==> src/design/mtr_pkg.sv <==
// Shared types and constants for the markdown terminal renderer.
package mtr_pkg;

	localparam logic [7:0] CH_ESC   = 8'h1B;
	localparam logic [7:0] CH_LBRK  = 8'h5B;
	localparam logic [7:0] CH_NL    = 8'h0A;
	localparam logic [7:0] CH_CR    = 8'h0D;
	localparam logic [7:0] CH_TAB   = 8'h09;
	localparam logic [7:0] CH_SPACE = 8'h20;
	localparam logic [7:0] CH_HASH  = 8'h23;
	localparam logic [7:0] CH_TICK  = 8'h60;
	localparam logic [7:0] CH_ZERO  = 8'h30;
	localparam logic [7:0] CH_ONE   = 8'h31;
	localparam logic [7:0] CH_TWO   = 8'h32;
	localparam logic [7:0] CH_M     = 8'h6D;
	localparam logic [7:0] CH_LO_A  = 8'h61;
	localparam logic [7:0] CH_LO_Z  = 8'h7A;
	localparam logic [7:0] CASE_OFS = 8'h20;

	localparam logic [7:0] WRAP_RESET = 8'd79;

	localparam int NSEG = 10;

	typedef struct packed {
		logic [7:0] text_byte;
		logic       end_of_text;
	} in_item_t;

	typedef struct packed {
		logic [7:0] out_byte;
		logic       last_of_run;
	} out_item_t;

	typedef enum logic [1:0] {
		MODE_PLAIN = 2'd0,
		MODE_HEAD  = 2'd1,
		MODE_CODE  = 2'd2
	} mode_t;

	// Output segments, in the order they are emitted within one transaction.
	typedef enum logic [3:0] {
		SEG_HEND     = 4'd0,
		SEG_BOLD_ON  = 4'd1,
		SEG_HSPACE   = 4'd2,
		SEG_INDENT   = 4'd3,
		SEG_WRAP     = 4'd4,
		SEG_SPACE    = 4'd5,
		SEG_CHAR     = 4'd6,
		SEG_DBLNL    = 4'd7,
		SEG_BOLD_OFF = 4'd8,
		SEG_RESET    = 4'd9
	} seg_t;

	typedef enum logic {
		ST_IDLE = 1'b0,
		ST_EMIT = 1'b1
	} ctl_state_t;

	typedef struct packed {
		logic accept;
		logic step;
		logic cfg_we;
	} ctl_cmd_t;

	typedef struct packed {
		logic plan_any;
		logic last_byte;
	} dp_status_t;

endpackage

==> src/design/mtr_ctrl.sv <==
// Controller state machine for the markdown terminal renderer.
module mtr_ctrl (
	input  logic                 clk,
	input  logic                 arst_n,
	input  logic                 in_valid,
	output logic                 in_ready,
	output logic                 out_valid,
	input  logic                 out_ready,
	input  logic                 cfg_valid,
	output logic                 cfg_ready,
	input  mtr_pkg::dp_status_t  status,
	output mtr_pkg::ctl_cmd_t    cmd
);
	import mtr_pkg::*;

	ctl_state_t state_q, state_d;
	logic       out_valid_q;

	// next state
	always_comb begin
		state_d = state_q;
		case (state_q)
			ST_IDLE: begin
				if (in_valid && status.plan_any) state_d = ST_EMIT;
			end
			ST_EMIT: begin
				if (cmd.step && status.last_byte) state_d = ST_IDLE;
			end
			default: state_d = ST_IDLE;
		endcase
	end

	// outputs
	always_comb begin
		cmd = '0;
		in_ready = 1'b0;
		case (state_q)
			ST_IDLE: begin
				in_ready   = 1'b1;
				cmd.accept = in_valid;
			end
			ST_EMIT: begin
				cmd.step = !out_valid_q || out_ready;
			end
			default: ;
		endcase
		cfg_ready  = 1'b1;
		cmd.cfg_we = cfg_valid;
	end

	always_ff @(posedge clk or negedge arst_n) begin
		if (!arst_n) begin
			state_q     <= ST_IDLE;
			out_valid_q <= 1'b0;
		end else begin
			state_q <= state_d;
			if (cmd.step) out_valid_q <= 1'b1;
			else if (out_ready) out_valid_q <= 1'b0;
		end
	end

	assign out_valid = out_valid_q;

endmodule

==> src/design/mtr_dpath.sv <==
// Datapath for the markdown terminal renderer: render state, plan decode, byte sequencer.
module mtr_dpath #(
	parameter int MAX_HEADING_LEVEL = 15
) (
	input  logic                 clk,
	input  logic                 arst_n,
	input  mtr_pkg::in_item_t    in_data,
	input  logic [7:0]           cfg_data,
	input  mtr_pkg::ctl_cmd_t    cmd,
	output mtr_pkg::dp_status_t  status,
	output mtr_pkg::out_item_t   out_data
);
	import mtr_pkg::*;

	localparam int HL_W  = $clog2(MAX_HEADING_LEVEL + 1);
	localparam int IDX_W = (HL_W > 3) ? HL_W : 3;
	localparam logic [HL_W-1:0] HL_MAX = HL_W'(MAX_HEADING_LEVEL);
	localparam logic [HL_W-1:0] HL_ONE = HL_W'(1);

	function automatic logic [7:0] sat_add(input logic [7:0] a, input logic [2:0] k);
		logic [8:0] s;
		s = {1'b0, a} + {6'd0, k};
		return s[8] ? 8'hFF : s[7:0];
	endfunction

	// render state
	mode_t           mode_q;
	logic [HL_W-1:0] hl_q;
	logic [7:0]      col_q;
	logic            als_q, nlp_q, inws_q;
	logic [7:0]      wrap_q;

	// plan
	logic [NSEG-1:0]  mask_q;
	logic [IDX_W-1:0] idx_q;
	logic [7:0]       ch_q;
	logic [7:0]       obyte_q;
	logic             olast_q;

	// decode results
	mode_t           n_mode;
	logic [HL_W-1:0] n_hl;
	logic [7:0]      n_col;
	logic            n_als, n_nlp, n_inws;
	logic [NSEG-1:0] p_mask;
	logic [7:0]      p_ch;

	always_comb begin
		logic       do_plain, do_para, collapse, is_sp;
		logic [7:0] c, up;
		c        = in_data.text_byte;
		up       = (c >= CH_LO_A && c <= CH_LO_Z) ? c - CASE_OFS : c;
		is_sp    = (c == CH_SPACE) || (c == CH_TAB) || (c == CH_NL) || (c == CH_CR);
		do_plain = 1'b0;
		do_para  = 1'b0;
		collapse = 1'b1;
		n_mode   = mode_q;
		n_hl     = hl_q;
		n_col    = col_q;
		n_als    = als_q;
		n_nlp    = nlp_q;
		n_inws   = inws_q;
		p_mask   = '0;
		p_ch     = c;

		if (in_data.end_of_text) begin
			p_mask[SEG_RESET] = 1'b1;
			n_mode = MODE_PLAIN;
			n_hl   = '0;
			n_col  = '0;
			n_als  = 1'b1;
			n_nlp  = 1'b0;
			n_inws = 1'b1;
		end else begin
			case (mode_q)
				MODE_HEAD: begin
					if (c == CH_HASH && als_q) begin
						if (hl_q < HL_MAX) n_hl = hl_q + HL_ONE;
					end else if (als_q && c == CH_SPACE) begin
						// drop spaces between hashes and title
					end else if (als_q) begin
						n_als = 1'b0;
						p_mask[SEG_BOLD_ON] = 1'b1;
						p_mask[SEG_HSPACE]  = (hl_q != HL_ONE);
						p_mask[SEG_CHAR]    = 1'b1;
						p_ch = (hl_q == HL_ONE) ? up : c;
					end else if (c == CH_NL) begin
						n_nlp = 1'b1;
					end else if (nlp_q) begin
						p_mask[SEG_HEND] = 1'b1;
						n_als    = 1'b1;
						n_nlp    = 1'b0;
						n_inws   = 1'b1;
						n_mode   = MODE_PLAIN;
						do_plain = 1'b1;
					end else begin
						p_mask[SEG_CHAR] = 1'b1;
						p_ch = (hl_q == HL_ONE) ? up : c;
					end
				end
				MODE_CODE: begin
					if (c == CH_TICK) begin
						n_mode = MODE_PLAIN;
						p_mask[SEG_BOLD_OFF] = 1'b1;
					end else begin
						do_para  = 1'b1;
						collapse = 1'b0;
					end
				end
				default: do_plain = 1'b1;
			endcase
		end

		if (do_plain) begin
			if (c == CH_HASH && n_als) begin
				n_mode = MODE_HEAD;
				n_inws = 1'b1;
				n_hl   = HL_ONE;
			end else if (c == CH_TICK) begin
				n_mode = MODE_CODE;
				p_mask[SEG_BOLD_ON] = 1'b1;
			end else begin
				do_para = 1'b1;
			end
		end

		if (do_para) begin
			if (n_als) begin
				p_mask[SEG_INDENT] = 1'b1;
				n_col = sat_add(n_col, 3'd4);
				n_als = 1'b0;
			end else if (n_col >= wrap_q) begin
				p_mask[SEG_WRAP] = 1'b1;
				n_col = 8'd4;
			end
			if (is_sp) begin
				if (!n_inws || !collapse) begin
					n_inws = 1'b1;
					p_mask[SEG_SPACE] = 1'b1;
					n_col = sat_add(n_col, 3'd1);
				end
				if (c == CH_NL) begin
					if (n_nlp) begin
						n_nlp = 1'b0;
						p_mask[SEG_DBLNL] = 1'b1;
						n_als = 1'b1;
						n_col = '0;
					end else begin
						n_nlp = 1'b1;
					end
				end
			end else begin
				n_nlp  = 1'b0;
				n_inws = 1'b0;
				p_mask[SEG_CHAR] = 1'b1;
				p_ch   = c;
				n_col  = sat_add(n_col, 3'd1);
			end
		end
	end

	// sequencer: current segment is the lowest pending one
	seg_t             cur;
	logic [IDX_W-1:0] last_idx;
	logic [NSEG-1:0]  rest;
	logic [7:0]       cur_byte;

	always_comb begin
		cur = SEG_RESET;
		for (int i = NSEG - 1; i >= 0; i--) begin
			if (mask_q[i]) cur = seg_t'(i);
		end
	end

	always_comb begin
		case (cur)
			SEG_HEND:     last_idx = IDX_W'(5);
			SEG_BOLD_ON:  last_idx = IDX_W'(3);
			SEG_HSPACE:   last_idx = IDX_W'(hl_q) - IDX_W'(2);
			SEG_INDENT:   last_idx = IDX_W'(3);
			SEG_WRAP:     last_idx = IDX_W'(4);
			SEG_SPACE:    last_idx = '0;
			SEG_CHAR:     last_idx = '0;
			SEG_DBLNL:    last_idx = IDX_W'(1);
			SEG_BOLD_OFF: last_idx = IDX_W'(4);
			SEG_RESET:    last_idx = IDX_W'(4);
			default:      last_idx = '0;
		endcase
	end

	always_comb begin
		rest = mask_q;
		rest[cur] = 1'b0;
	end

	always_comb begin
		cur_byte = CH_SPACE;
		case (cur)
			SEG_HEND: begin
				case (idx_q[2:0])
					3'd0:    cur_byte = CH_NL;
					3'd1:    cur_byte = CH_ESC;
					3'd2:    cur_byte = CH_LBRK;
					3'd3:    cur_byte = CH_TWO;
					3'd4:    cur_byte = CH_TWO;
					default: cur_byte = CH_M;
				endcase
			end
			SEG_BOLD_ON: begin
				case (idx_q[1:0])
					2'd0:    cur_byte = CH_ESC;
					2'd1:    cur_byte = CH_LBRK;
					2'd2:    cur_byte = CH_ONE;
					default: cur_byte = CH_M;
				endcase
			end
			SEG_WRAP:  cur_byte = (idx_q == '0) ? CH_NL : CH_SPACE;
			SEG_CHAR:  cur_byte = ch_q;
			SEG_DBLNL: cur_byte = CH_NL;
			SEG_BOLD_OFF: begin
				case (idx_q[2:0])
					3'd0:    cur_byte = CH_ESC;
					3'd1:    cur_byte = CH_LBRK;
					3'd2:    cur_byte = CH_TWO;
					3'd3:    cur_byte = CH_TWO;
					default: cur_byte = CH_M;
				endcase
			end
			SEG_RESET: begin
				case (idx_q[2:0])
					3'd0:    cur_byte = CH_ESC;
					3'd1:    cur_byte = CH_LBRK;
					3'd2:    cur_byte = CH_ZERO;
					3'd3:    cur_byte = CH_M;
					default: cur_byte = CH_NL;
				endcase
			end
			default: cur_byte = CH_SPACE;
		endcase
	end

	assign status.plan_any  = |p_mask;
	assign status.last_byte = (idx_q == last_idx) && (rest == '0);

	always_ff @(posedge clk or negedge arst_n) begin
		if (!arst_n) begin
			mode_q <= MODE_PLAIN;
			hl_q   <= '0;
			col_q  <= '0;
			als_q  <= 1'b1;
			nlp_q  <= 1'b0;
			inws_q <= 1'b1;
			wrap_q <= WRAP_RESET;
			mask_q <= '0;
			idx_q  <= '0;
		end else begin
			if (cmd.cfg_we) wrap_q <= cfg_data;
			if (cmd.accept) begin
				mode_q <= n_mode;
				hl_q   <= n_hl;
				col_q  <= n_col;
				als_q  <= n_als;
				nlp_q  <= n_nlp;
				inws_q <= n_inws;
				mask_q <= p_mask;
				idx_q  <= '0;
			end else if (cmd.step) begin
				// advance within the segment, or drop it and restart the index
				if (idx_q == last_idx) begin
					mask_q <= rest;
					idx_q  <= '0;
				end else begin
					idx_q <= idx_q + IDX_W'(1);
				end
			end
		end
	end

	always_ff @(posedge clk) begin
		if (cmd.accept) ch_q <= p_ch;
		if (cmd.step) begin
			obyte_q <= cur_byte;
			olast_q <= status.last_byte;
		end
	end

	assign out_data.out_byte    = obyte_q;
	assign out_data.last_of_run = olast_q;

endmodule

==> src/design/markdown_terminal_renderer_top.sv <==
// Top level of the markdown terminal renderer.
// Converts markdown bytes into ANSI terminal bytes, one input transaction at a time.
// An accepted transaction is decoded into a segment plan that yields up to 19 output
// bytes for a deep heading; a transaction that produces nothing does not leave idle.
// The single output register is loaded with one byte per cycle by the segment sequencer
// when it is empty or its byte is taken. While the last byte of a transaction waits
// in the output register the next input transaction is already taken. Paragraph text is
// indented four columns and wraps once the column reaches wrap_column (written through
// the cfg channel, reset 79; write it only while no transaction is in flight).
module markdown_terminal_renderer_top #(
	parameter int MAX_HEADING_LEVEL = 15
) (
	input  logic               clk,
	input  logic               arst_n,
	// input transactions: one markdown byte or an end-of-text marker
	input  logic               in_valid,
	output logic               in_ready,
	input  mtr_pkg::in_item_t  in_data,
	// output transactions: terminal bytes, last_of_run on the final one of each input
	output logic               out_valid,
	input  logic               out_ready,
	output mtr_pkg::out_item_t out_data,
	// wrap column register write
	input  logic               cfg_valid,
	output logic               cfg_ready,
	input  logic [7:0]         cfg_data
);
	import mtr_pkg::*;

	ctl_cmd_t   cmd;
	dp_status_t status;

	// Sequence decode, emit, and return to idle.
	mtr_ctrl u_ctrl (
		.clk       (clk),
		.arst_n    (arst_n),
		.in_valid  (in_valid),
		.in_ready  (in_ready),
		.out_valid (out_valid),
		.out_ready (out_ready),
		.cfg_valid (cfg_valid),
		.cfg_ready (cfg_ready),
		.status    (status),
		.cmd       (cmd)
	);

	// Hold render state, decode each byte into a segment plan, and walk it.
	mtr_dpath #(
		.MAX_HEADING_LEVEL (MAX_HEADING_LEVEL)
	) u_dpath (
		.clk      (clk),
		.arst_n   (arst_n),
		.in_data  (in_data),
		.cfg_data (cfg_data),
		.cmd      (cmd),
		.status   (status),
		.out_data (out_data)
	);

endmodule
==> config.mk <==
export PLATFORM = sky130hd
export DESIGN_NAME = markdown_terminal_renderer_top
export DESIGN_NICKNAME = d
export VERILOG_FILES = /design/src/design/mtr_pkg.sv /design/src/design/mtr_ctrl.sv /design/src/design/mtr_dpath.sv /design/src/design/markdown_terminal_renderer_top.sv
export SDC_FILE = /design/constraint.sdc
export NUM_CORES = 1
export LEC_CHECK = 0
export BUFFER_PORTS_ARGS = -buffer_cell sky130_fd_sc_hd__buf_4
export CORE_MARGIN = 2
export CORE_UTILIZATION = 44
export DETAILED_ROUTE_END_ITERATION = 6
export GPL_TIMING_DRIVEN = 0
export SLEW_MARGIN = 40
export SYNTH_ARGS = -nofsm -noshare
export SYNTH_HDL_FRONTEND = slang
export SYNTH_SLANG_ARGS = --single-unit
==> constraint.sdc <==
create_clock -name clk -period 3.5 [get_ports clk]
set_input_delay 0.875 -clock clk [delete_from_list [all_inputs] [get_ports clk]]
set_output_delay 0.875 -clock clk [all_outputs]
set_load 0.03 [all_outputs]
# Word-level counts from Yosys, hierarchy flattened
# Index checks and enable logic that the tools add are counted.
[op_classes] eq_ne=25 n_bitwise=3 muxes=142 magnitude_cmp=6 reduce_logical=30 addsub=6
[op_table] op="two-way mux 8 bit" count=22
[op_table] op="two-way mux 1 bit" count=73
[op_table] op="two-way mux 4 bit" count=17
[op_table] op="case mux 7 bit (4 select lines)" count=2
[op_table] op="case mux 8 bit (7 select lines)" count=1
[op_table] op="case mux 7 bit (3 select lines)" count=2
[op_table] op="two-way mux 10 bit" count=3
[op_table] op="equality test 8 x 4 -> 1 bit, second input constant" count=3
[op_table] op="two-way mux 2 bit" count=11
[op_table] op="case mux 4 bit (5 select lines)" count=1
[op_table] op="equality test 8 x 6 -> 1 bit, second input constant" count=2
[op_table] op="equality test 4 x 3 -> 1 bit, second input constant" count=3
[op_table] op="two-way mux 3 bit" count=4
[op_table] op="AND 10 bit" count=1
[op_table] op="logical NOT 10 bit" count=1
[op_table] op="inverter 10 bit" count=1
[op_table] op="OR reduction 10 bit" count=1
[op_table] op="adder 8 x 1 -> 9 bit, second input constant" count=1
[op_table] op="adder 8 x 3 -> 9 bit, second input constant" count=1
[op_table] op="adder 4 x 1 -> 4 bit, second input constant" count=2
[op_table] op="equality test 4 x 1 -> 1 bit, second input constant" count=2
[op_table] op="equality test 4 x 2 -> 1 bit, second input constant" count=2
[op_table] op="equality test 4 bit, second input constant" count=2
[op_table] op="equality test 8 x 7 -> 1 bit, second input constant" count=1
[op_table] op="31 further kinds" count=53
[word_totals] regBits=58 output_inout_bits=12 inputBits=22 wordCells=226

# Depth between registers and ports, before layout
# Gate-level depths: netlist (run 1).
[logic_depth] word_depth=20 ltp_mapped=15

# Cells and area by module
# A second synthesis (run 1) with hierarchy kept.
[hier_totals] hier_cells=556 area_unflattened_um2=4590.7
[modules_own_cells] module="mtr_dpath" cells_per_inst=544 n_inst=1 area_per_inst_um2=4475.5 seq_area_each_um2=1495.2
[modules_own_cells] module="mtr_ctrl" cells_per_inst=12 n_inst=1 area_per_inst_um2=115.1 seq_area_each_um2=50.0

# Least setup slack after synthesis (run 1)
# OpenSTA, ideal clock, no wires.
[synth_timing] path_kind="input -> register" startpoint="in in_data[0] (netlist bit)" endpoint="reg u_dpath.col_q[3]" cell_stages=13 setup_ns=0.126 slack_ns=-0.197 arrival_ns=3.571 cell_sequence="clkbuf_1 clkbuf_1 nor2b_1 ha_1 nor4_1 o21ai_0 a31o_2 or4_1 a21o_1 and2_4 nand3_2 o21ai_1 a221o_1"
[synth_between] elab_chain_len=12 elab_cells_between_ends=29 classes_between="add/sub: 2; order compare: 1; mux: 22; reduce/logical: 4"
[synth_rtl] item="start: declaration" line_no="markdown_terminal_renderer_top.sv:18" rtl="input mtr_pkg::in_item_t in_data,"
[synth_rtl] item="two-way mux 8 bit" line_no="mtr_dpath.sv:66" rtl="if (in_data.end_of_text) begin"
[synth_rtl] item="adder 8 x 3 -> 9 bit / greater-or-equal comparator 8 bit (equally long branches)" line_no="mtr_dpath.sv:22, mtr_dpath.sv:132"
[synth_rtl] item="two-way mux 8 bit (on tied branches)" line_no="mtr_dpath.sv:23, mtr_dpath.sv:132"
[synth_rtl] item="two-way mux 8 bit" line_no="mtr_dpath.sv:128" rtl="if (n_als) begin"
[synth_rtl] item="two-way mux 8 bit" line_no="mtr_dpath.sv:127" rtl="if (do_para) begin"
[synth_rtl] item="adder 8 x 1 -> 9 bit" line_no="mtr_dpath.sv:22" rtl="s = {1'b0, a} + {6'd0, k};"
[synth_rtl] item="two-way mux 8 bit" line_no="mtr_dpath.sv:23" rtl="return s[8] ? 8'hFF : s[7:0];"
[synth_rtl] item="two-way mux 8 bit" line_no="mtr_dpath.sv:137" rtl="if (!n_inws || !collapse) begin"
[synth_rtl] item="two-way mux 8 bit" line_no="mtr_dpath.sv:143" rtl="if (n_nlp) begin"
[synth_rtl] item="two-way mux 8 bit" line_no="mtr_dpath.sv:142" rtl="if (c == CH_NL) begin"
[synth_rtl] item="two-way mux 8 bit" line_no="mtr_dpath.sv:136" rtl="if (is_sp) begin"
[synth_rtl] item="two-way mux 8 bit (*)" line_no="mtr_dpath.sv:127"
[synth_rtl] item="end signal: assignment" line_no="mtr_dpath.sv:261" rtl="col_q <= n_col;"
[synth_rtl] item="end: declaration" line_no="mtr_dpath.sv:29" rtl="logic [7:0] col_q;"
# Mark *: on every way between the ends. The rest lies on a longest branch, timed or not. The select of a mux whose other input is x is not followed.
# A chain may end at the register's enable or synchronous reset.

# Final worst setup path (run 1)
# Ends and elaborated chain as after synthesis.

==> results.json, run 1 <==
{
  "status": "complete, no violations",
  "drive_above_1_share_pct": 16.89,
  "p_per_area_nw_per_um2": 795.4,
  "relSlewSlack_pct": 54.52,
  "rows": 36,
  "synth-xor-area-share_pct": 1.398,
  "synth.cell_area_um2": 4384,
  "drt_first_iter_violations": 460,
  "place_hpwl_um": 9327,
  "grt_pass1_wl_um": 21060,
  "synthMuxAreaShare_pct": 0.4852,
  "yosysSeqAreaShare_pct": 35.25,
  "fin_nets": 627,
  "start_util_pct": 45.06,
  "clkSinkCount": 58,
  "ys.flop_type": "dfrtp_1",
  "pin_count": 34,
  "n_antenna_cell": 0,
  "p_int_uw": 2122,
  "antenna_found_initial": 0,
  "dr.pass1.iters": 5,
  "synthArstFlopShare_pct": 70.69,
  "io_buffers": 32,
  "synth_edf_count": 17,
  "p_seq_share_pct": 26.6,
  "swShare_pct": 47.92,
  "fin_crit_ns": 3.436,
  "die_area_um2": 10780,
  "cts_tree": "yes",
  "max_freq_ghz": 0.2911,
  "synth-adder-area-share_pct": 7.078,
  "fin_skew_ns": 0.01145,
  "syn_area_per_cell_um2": 8.210,
  "end_kind": "flip-flop",
  "synth_top_family_by_area": "compound AO/OA/AOI/OAI gates",
  "hp-class": "in -> async",
  "viasPerCell": 6.026,
  "maxCapViolations": 0,
  "tightest_slew_ns": 0.6786,
  "net-switching-power_uw": 1952,
  "syn2layout_area_growth_pct": 16.84,
  "combPwrFrac_pct": 58.1,
  "grt_pass1_vias": 3976,
  "place.gp.congestion": 0.9212,
  "syn_inst": 534,
  "whs_ns": 0.4826,
  "startpoint_type": "input port",
  "clockRootBuffer": "clkbuf_8",
  "placed_cell_area_um2": 4800,
  "slew_violations": 0,
  "place_inst": 699,
  "overflow": 0,
  "drcViolationCount": 0,
  "leakage_uw": 0.002134,
  "synthSimpleGateAreaFrac_pct": 24.00,
  "drt_wl_total_um": 12810,
  "track_usage_pct": 24.34,
  "critPathKind": "in -> reg",
  "clock_path_buffers": 2,
  "peakVddDrop_mv": 0.3354,
  "synth_cell_types": 80,
  "drtAntennaViolNets": 0,
  "setup_viol": 0,
  "ys_ff_latch": 58,
  "stdcell_area_um2": 5122,
  "post-route-period-util_pct": 98.16,
  "clk_pin_slew_ns": 0.08,
  "hold_violations": 0,
  "cp_max_fo": 10,
  "grt_max_degree": 42,
  "ys_warn_count": 0,
  "cp.required_ns": 3.73,
  "fp.dieH_um": 103.8,
  "syn_nets": 580,
  "clk_latency_ns": 0.35,
  "fp.dieW_um": 103.8,
  "cts_max_level": 3,
  "coreArea_um2": 9729,
  "vias": 4333,
  "cts_made_buffers": 9,
  "synth_compound_area_share_pct": 26.63,
  "arrival_ns": 3.67,
  "power_frac_clock_pct": 15.3,
  "wl_per_cell_um": 17.82,
  "fin_cells": 719
}
## layer usage
metal | vias up | GRT usage (%) | wire length (µm)
met4 | 0 | 8.591 | 239
li1 | 2081 | - | -
met3 | 21 | 5.349 | 1036
met5 | - | 0 | 0
met2 | 197 | 35.20 | 5643
met1 | 2034 | 35.68 | 5893
## kinds of logic (layout without fill, tap and decap cells)
kind of cell,Yosys count,after routing
other,1,1
buffers and inverters,55,107
AO/OA/AOI/OAI,176,176
XOR/XNOR,7,7
adder cells (fa/ha/maj),25,25
multiplexers,2,2
flip-flops,58,58
AND/OR/NAND/NOR,210,210
## final timing paths
check	start	endpoint	slack (ns)	cells past startpoint
setup reg to reg	u_dpath.mode_q[1]	u_dpath.col_q[6]	0.46	12
setup / recovery	in_data[0]	u_dpath.col_q[3]	0.06	14
hold / removal	arst_n	u_dpath.col_q[0]	0.48	1
hold reg to reg	u_dpath.col_q[0]	u_dpath.col_q[0]	0.49	2
max in group asynchronous	arst_n	u_dpath.wrap_q[6]	2.60	1
min in group clk	u_dpath.col_q[0]	u_dpath.col_q[0]	0.49	2
## cells in the final DEF, fill, tap and decap left out, drive strengths merged, types with 4 or more instances in the layout
master  synthesis  final
nand2          55     55
nor2           54     54
o21ai          51     51
buf             5     44
a21oi          41     41
dfrtp          34     34
inv            31     31
clkbuf         18     25
ha             24     24
nand3          22     22
edfxtp         17     17
nor3           16     16
a31oi          10     10
nor2b           9      9
nand4           8      8
and2            8      8
dfstp           7      7
o31ai           7      7
nor4            6      6
nand2b          5      5
and3            5      5
a221o           5      5
o211ai          5      5
a22oi           5      5
or2             5      5
a211oi          5      5
a21o            4      4
xnor2           4      4
clkinv          1      4
## worst max-delay path: stages
cell and delay (ns):
buf_4 0.14, buf_6 0.16, buf_6 0.17, nor2b_2 0.07, ha_1 0.21, nor4_1 0.25
o21ai_1 0.18, a31o_2 0.31, or4_1 0.40, a21o_1 0.19, and2_4 0.17, nand3_2 0.12
o21ai_1 0.09, a221o_1 0.33
## layout make-up
cell class	instances	area, µm²
sequential	58	1545
timing repair buffer	36	270.3
tap	133	166.4
clock buffer	10	127.6
inverter	32	120.1
buffer	23	120.1
fill	984	4607
multi-input combinational	421	2715
clock inverter	6	57.56
## registers in the layout (all words and copies together) (netlist names)
name	count
u_dpath.mode_q	2
u_dpath.inws_q	1
u_dpath.idx_q	4
u_ctrl.state_q	1
u_dpath.nlp_q	1
u_dpath.obyte_q	8
u_dpath.olast_q	1
u_dpath.col_q	8
u_dpath.wrap_q	8
u_dpath.als_q	1
u_dpath.hl_q	4
u_ctrl.out_valid	1
u_dpath.mask_q	10
u_dpath.ch_q	8
## what timing repair did
item,in CTS,in global routing
buffers inserted,1,3
setup endpoints to repair,8,8
gates resized for setup,10,19
hold buffers,0,0
pin swaps,1,5
## Yosys cell counts (6+ instances only)
cell	instances	area (µm²)
a21oi_1	41	205.2
nand2_1	55	206.5
nor2b_1	9	56.30
dfstp_2	7	183.9
clkbuf_1	18	67.56
o21ai_0	45	225.2
edfxtp_1	17	510.5
nand3_1	21	105.1
a31oi_1	9	56.30
inv_1	31	116.4
and2_1	6	37.54
nor2_1	53	198.9
nand4_1	8	50.05
ha_1	24	300.3
dfrtp_1	34	850.8
nor3_1	16	80.08
## power by group through the flow
| stage | Clock [µW] | Combinational, µW | Sequential [µW] |
|---|---|---|---|
| after floorplan | 0 | 1590 | 1150 |
| after global placement | 0 | 2240 | 1080 |
| after detailed placement | 0 | 2270 | 1090 |
| after CTS | 633 | 2300 | 1080 |
| after global routing | 667 | 2630 | 1100 |
| final | 625 | 2370 | 1080 |
## stage by stage
stage / total power (µW) / utilization (%) / setup TNS [ns] / worst slack, ns
2_1_floorplan: 2738 / - / 0 / 0.01167
3_3_place_gp: 3324 / 49.27 / -4.660 / -0.7569
3_5_place_dp: 3362 / 49.33 / -4.852 / -0.7790
4_1_cts: 4009 / 51.59 / 0 / 0.01514
5_1_grt: 4397 / 52.65 / -0.05247 / -0.02922
6_report: 4075 / 52.65 / 0 / 0.06426
Note: power is estimated with default switching activity, not from simulation.
==> run 2: changes to the inputs <==
==> constraint.sdc (replaced) <==
create_clock -name clk -period 3.5 [get_ports clk]
set_input_delay 0.7 -clock clk [delete_from_list [all_inputs] [get_ports clk]]
set_output_delay 0.7 -clock clk [all_outputs]
set_load 0.03 [all_outputs]
==> results.json, run 2 (same netlist as run 1, synthesis figures left out) <==
{
  "nFillCells": 967,
  "fp.dieH_um": 103.8,
  "drcViolationCount": 0,
  "crit_end": "u_dpath.col_q[3]",
  "drt_first_iter_violations": 382,
  "die_area_um2": 10780,
  "rsz0062_at_grt": "false",
  "grt_max_degree": 42,
  "tightest_slew_ns": 0.7211,
  "grt_util_met3_pct": 5.160,
  "maxCapViolations": 0,
  "io_buffers": 32,
  "layout_common_cells": "55 x nand2_1, 52 x nor2_1, 43 x o21ai_0",
  "largest_reg_flops": 10,
  "cts_tree": "yes",
  "regToRegSetupSlack_ns": 0.40,
  "cp.required_ns": 3.73,
  "viasPerCell": 6.001,
  "drt_wl_total_um": 12490,
  "start_util_pct": 45.06,
  "globalRouteMet1Util_pct": 34.65,
  "r2r_end": "u_dpath.col_q[6]",
  "place_ws_ns": -0.7773,
  "clkSinkCount": 58,
  "r2r-start": "u_dpath.mode_q[1]",
  "clock_path_buffers": 2,
  "fin_skew_ns": 0.01030,
  "use_met2_pct": 35.81,
  "clk_pin_slew_ns": 0.08,
  "n_antenna_cell": 0,
  "startpoint_type": "input port",
  "antenna_found_initial": 0,
  "critPathKind": "in -> reg",
  "overflow": 0,
  "end_kind": "flip-flop",
  "drive_above_1_share_pct": 15.98,
  "crit_start": "in_data[0]",
  "hp-class": "in -> async",
  "drtAntennaViolNets": 0,
  "pin_count": 34,
  "arrival_ns": 3.60,
  "clockRootBuffer": "clkbuf_8",
  "slew_violations": 0,
  "status": "complete, no violations",
  "leakage_uw": 0.002101,
  "tns_ns": 0,
  "r2r_cells": 12,
  "vias": 4291,
  "track_usage_pct": 23.87,
  "fp.dieW_um": 103.8,
  "layout_setup_ws_ns": 0.1316,
  "grt_pass1_wl_um": 20910,
  "place_hpwl_um": 9379,
  "coreArea_um2": 9729,
  "max_freq_ghz": 0.2969,
  "clk_latency_ns": 0.34,
  "cp_max_fo": 10,
  "dr.pass1.iters": 5,
  "fin_cells": 715,
  "top_register": "u_dpath.mask_q",
  "fin_nets": 623,
  "fin_crit_ns": 3.368,
  "place.gp.congestion": 0.9390,
  "relSlewSlack_pct": 51.66,
  "syn2layout_area_growth_pct": 14.84,
  "cts_max_level": 3,
  "layout_commonest_cell": "nand2_1",
  "post-route-period-util_pct": 96.24,
  "wl_per_cell_um": 17.47,
  "setup_viol": 0,
  "rows": 36,
  "top_usage_layer": "met2",
  "cts_made_buffers": 9,
  "place_inst": 699,
  "p_per_area_nw_per_um2": 791.3,
  "grt_pass1_vias": 4088,
  "peakVddDrop_mv": 0.3236,
  "hold_violations": 0
}
run 2: changes by cell type in the layout (fill, tap and decap cells not counted), moves of 2 or more:
| cell | before | now |
|---|---|---|
| buf_6 | 3 | 1 |
| buf_4 | 38 | 35 |
| nor3_2 | 3 | 1 |
| clkbuf_8 | 9 | 11 |
| clkinv_1 | 3 | 1 |
| nor3_1 | 12 | 14 |
| clkinv_2 | 1 | 3 |
run 2: layer usage:
| layer | routed length [µm] | up-vias |
|---|---|---|
| li1 | - | 2078 |
| met1 | 6010 | 2038 |
| met2 | 5495 | 156 |
| met3 | 808 | 19 |
| met4 | 175 | 0 |
| met5 | 0 | - |
run 2: through the flow:
stage	cell area (µm²)	hold slack (ns)	power [µW]	utilization [%]
6_report	5035	0.3374	3984	51.75
5_1_grt	5035	0.3779	4317	51.75
4_1_cts	4992	0.3549	3936	51.31
3_5_place_dp	4798	0.4800	3364	49.32
3_3_place_gp	4792	0.4709	3321	49.25
2_1_floorplan	4385	0.4044	2738	-
run 2: layout make-up:
cell class                 instances  area, µm²  share of cell area, %
inverter                          32      120.1                  2.386
clock inverter                     5      30.03                 0.5964
clock buffer                      11      141.4                  2.808
tap                              133      166.4                  3.305
buffer                            23      118.9                  2.361
sequential                        58       1545                  30.69
multi-input combinational        421       2673                  53.08
timing repair buffer              32      240.2                  4.771
run 2: report_power, final:
part | switching, µW | total (µW) | internal, µW
Sequential | 134 | 1080 | 949
Clock | 284 | 556 | 272
Combinational | 1510 | 2340 | 838
Total | 1920 | 3980 | 2060
run 2: worst min path at each step:
stage                startpoint               end  slack [ns]  cells after the start
3_3_place_gp   u_dpath.col_q[0]  u_dpath.col_q[0]        0.47                      2
3_5_place_dp   u_dpath.col_q[0]  u_dpath.col_q[0]        0.48                      2
2_1_floorplan            arst_n  u_ctrl.out_valid        0.40                      0
5_1_grt                  arst_n  u_dpath.col_q[0]        0.38                      1
4_1_cts                  arst_n  u_dpath.col_q[0]        0.35                      1
6_report                 arst_n  u_dpath.col_q[0]        0.34                      1
run 2: critical path: stages:
cell and delay [ns]:
buf_4 0.14, buf_4 0.18, clkbuf_8 0.18, nor2b_2 0.16, ha_1 0.25, nor3_1 0.19
o21bai_1 0.15, a31o_2 0.26, or4_1 0.42, a21o_4 0.26, and2_4 0.17, nand3_2 0.12
o21ai_1 0.08, a221o_1 0.32
run 2: timing repair:
action                                  CTS  global route
gates resized for setup                   6            15
hold buffers                              0             0
setup buffers                             0             0
pin swaps                                 0             1
endpoints found under the setup margin    8             8
endpoints found under the hold margin     0             0
==> run 3: changes to the inputs <==
--- a/config.mk
+++ b/config.mk
@@ -8,6 +8,7 @@
 export BUFFER_PORTS_ARGS = -buffer_cell sky130_fd_sc_hd__buf_4
 export CORE_MARGIN = 2
 export CORE_UTILIZATION = 44
+export CTS_BUF_LIST = sky130_fd_sc_hd__clkbuf_4
 export DETAILED_ROUTE_END_ITERATION = 6
 export GPL_TIMING_DRIVEN = 0
 export SLEW_MARGIN = 40
==> results.json, run 3 (same netlist as run 1, synthesis figures left out) <==
{
  "whs_ns": 0.2620,
  "crit_family": "simple AND/OR/NAND/NOR gates",
  "cts_made_buffers": 9,
  "nFillCells": 978,
  "viasPerCell": 6.003,
  "layout_commonest_cell": "nand2_1",
  "grt_pass1_wl_um": 20980,
  "cp_max_fo": 10,
  "p_per_area_nw_per_um2": 773.6,
  "power.total_uw": 3827,
  "wl_per_cell_um": 17.55,
  "hp-class": "in -> async",
  "start_util_pct": 45.06,
  "path_buf_inv": 3,
  "startpoint_type": "input port",
  "drtAntennaViolNets": 0,
  "maxCapViolations": 0,
  "hold_violations": 0,
  "arrival_ns": 3.74,
  "slew_violations": 0,
  "cp_cell_sequence": "buf_4 -> clkbuf_4 -> buf_4 -> nor2b_1 -> ha_1 -> nor3_1 -> o21bai_1 -> a31o_2 -> or4_1 -> a21o_1 -> and2_4 -> nand3_2 -> o21ai_1 -> a221o_1",
  "pin_count": 34,
  "post-route-period-util_pct": 98.05,
  "cp.required_ns": 3.81,
  "fin_crit_ns": 3.432,
  "leakage_uw": 0.002071,
  "io_buffers": 32,
  "place.gp.congestion": 0.9390,
  "power_frac_clock_pct": 10.8,
  "clockRootBuffer": "clkbuf_4",
  "antenna_found_initial": 0,
  "grt_pass1_vias": 4098,
  "peakVddDrop_mv": 0.3176,
  "place_hpwl_um": 9379,
  "syn2layout_area_growth_pct": 12.84,
  "r2r_cells": 12,
  "clk_pin_slew_ns": 0.11,
  "post_cts_buffers": 0,
  "dr.pass1.iters": 5,
  "p_int_uw": 1922,
  "drt_first_iter_violations": 376,
  "drcViolationCount": 0,
  "tightest_slew_ns": 0.7176,
  "clock_path_buffers": 2,
  "cts_max_level": 3,
  "critPathKind": "in -> reg",
  "fp.dieW_um": 103.8,
  "relSlewSlack_pct": 51.90,
  "grt_max_degree": 42,
  "setup_viol": 0,
  "rows": 36,
  "slowest_stage": "or4_1",
  "fin_skew_ns": 0.01359,
  "p_seq_share_pct": 28.3,
  "cpPeakStageDelay_ns": 0.40,
  "swShare_pct": 49.78,
  "fin_nets": 623,
  "status": "complete, no violations",
  "tns_ns": 0,
  "clk_latency_ns": 0.42,
  "clkSinkCount": 58,
  "largest_reg_flops": 10,
  "vias": 4292,
  "track_usage_pct": 24.05,
  "overflow": 0,
  "drt_wl_total_um": 12550,
  "end_kind": "flip-flop",
  "combPwrFrac_pct": 61.0,
  "net-switching-power_uw": 1905,
  "drive_above_1_share_pct": 15.12,
  "n_antenna_cell": 0,
  "top_register": "u_dpath.mask_q",
  "die_area_um2": 10780,
  "max_freq_ghz": 0.2914,
  "path_common_cell": "buf_4",
  "crit_cells": 14,
  "cts_tree": "yes",
  "fp.dieH_um": 103.8,
  "coreArea_um2": 9729,
  "layout_common_cells": "55 x nand2_1, 53 x nor2_1, 43 x o21ai_0"
}
## run 3: path summary, 6_finish.rpt
path / slack [ns] / start / endpoint
max: 0.07 / in_data[0] / u_dpath.col_q[3]
min: 0.26 / arst_n / u_dpath.col_q[0]
max reg2reg: 0.36 / u_dpath.col_q[6] / u_dpath.col_q[3]
min reg2reg: 0.50 / u_dpath.col_q[0] / u_dpath.col_q[0]
max in group asynchronous: 2.84 / arst_n / u_dpath.wrap_q[6]
min in group clk: 0.49 / cfg_data[4] / u_dpath.wrap_q[4]
## run 3: cell type report
class,instances,area [µm²],area share (%)
Clock buffer,10,75.07,1.517
Clock inverter,6,33.78,0.6829
Multi-Input combinational cell,421,2654,53.64
Tap cell,133,166.4,3.364
Timing Repair Buffer,32,240.2,4.856
Sequential cell,58,1545,31.23
Inverter,32,120.1,2.428
Buffer,23,112.6,2.276
## run 3: power groups by stage
| stage | sequential [µW] | clock [µW] | combinational [µW] |
|---|---|---|---|
| 2_1_floorplan | 1150 | 0 | 1590 |
| 3_3_place_gp | 1080 | 0 | 2240 |
| 3_5_place_dp | 1100 | 0 | 2270 |
| 4_1_cts | 1080 | 428 | 2290 |
| 5_1_grt | 1110 | 460 | 2600 |
| 6_report | 1080 | 412 | 2330 |
## run 3: what timing repair did
item,CTS,global route
setup endpoints to repair,8,8
resized for setup,4,12
pin swaps,0,2
hold buffers,0,0
endpoints found under the hold margin,0,0
## run 3: per-layer routing
metal / up-vias / wire length [µm] / track usage, % / part of all wire [%]
li1: 2080 / - / - / -
met1: 2028 / 6043 / 34.73 / 48
met2: 159 / 5438 / 35.81 / 43
met3: 25 / 824 / 5.286 / 6.6
met4: 0 / 240 / 7.625 / 1.9
met5: - / 0 / 0 / 0
## run 3: per-stage QoR
stage                     cell area [µm²]  setup WS (ns)  instances  utilization (%)
after floorplan                      4385        0.07376        534                -
after global placement               4792        -0.7067        699            49.25
after detailed placement             4798        -0.7773        699            49.32
after CTS                            4922        0.04084        715            50.59
after global routing                 4947      -0.002114        715            50.85
final                                4947        0.06837        715            50.85
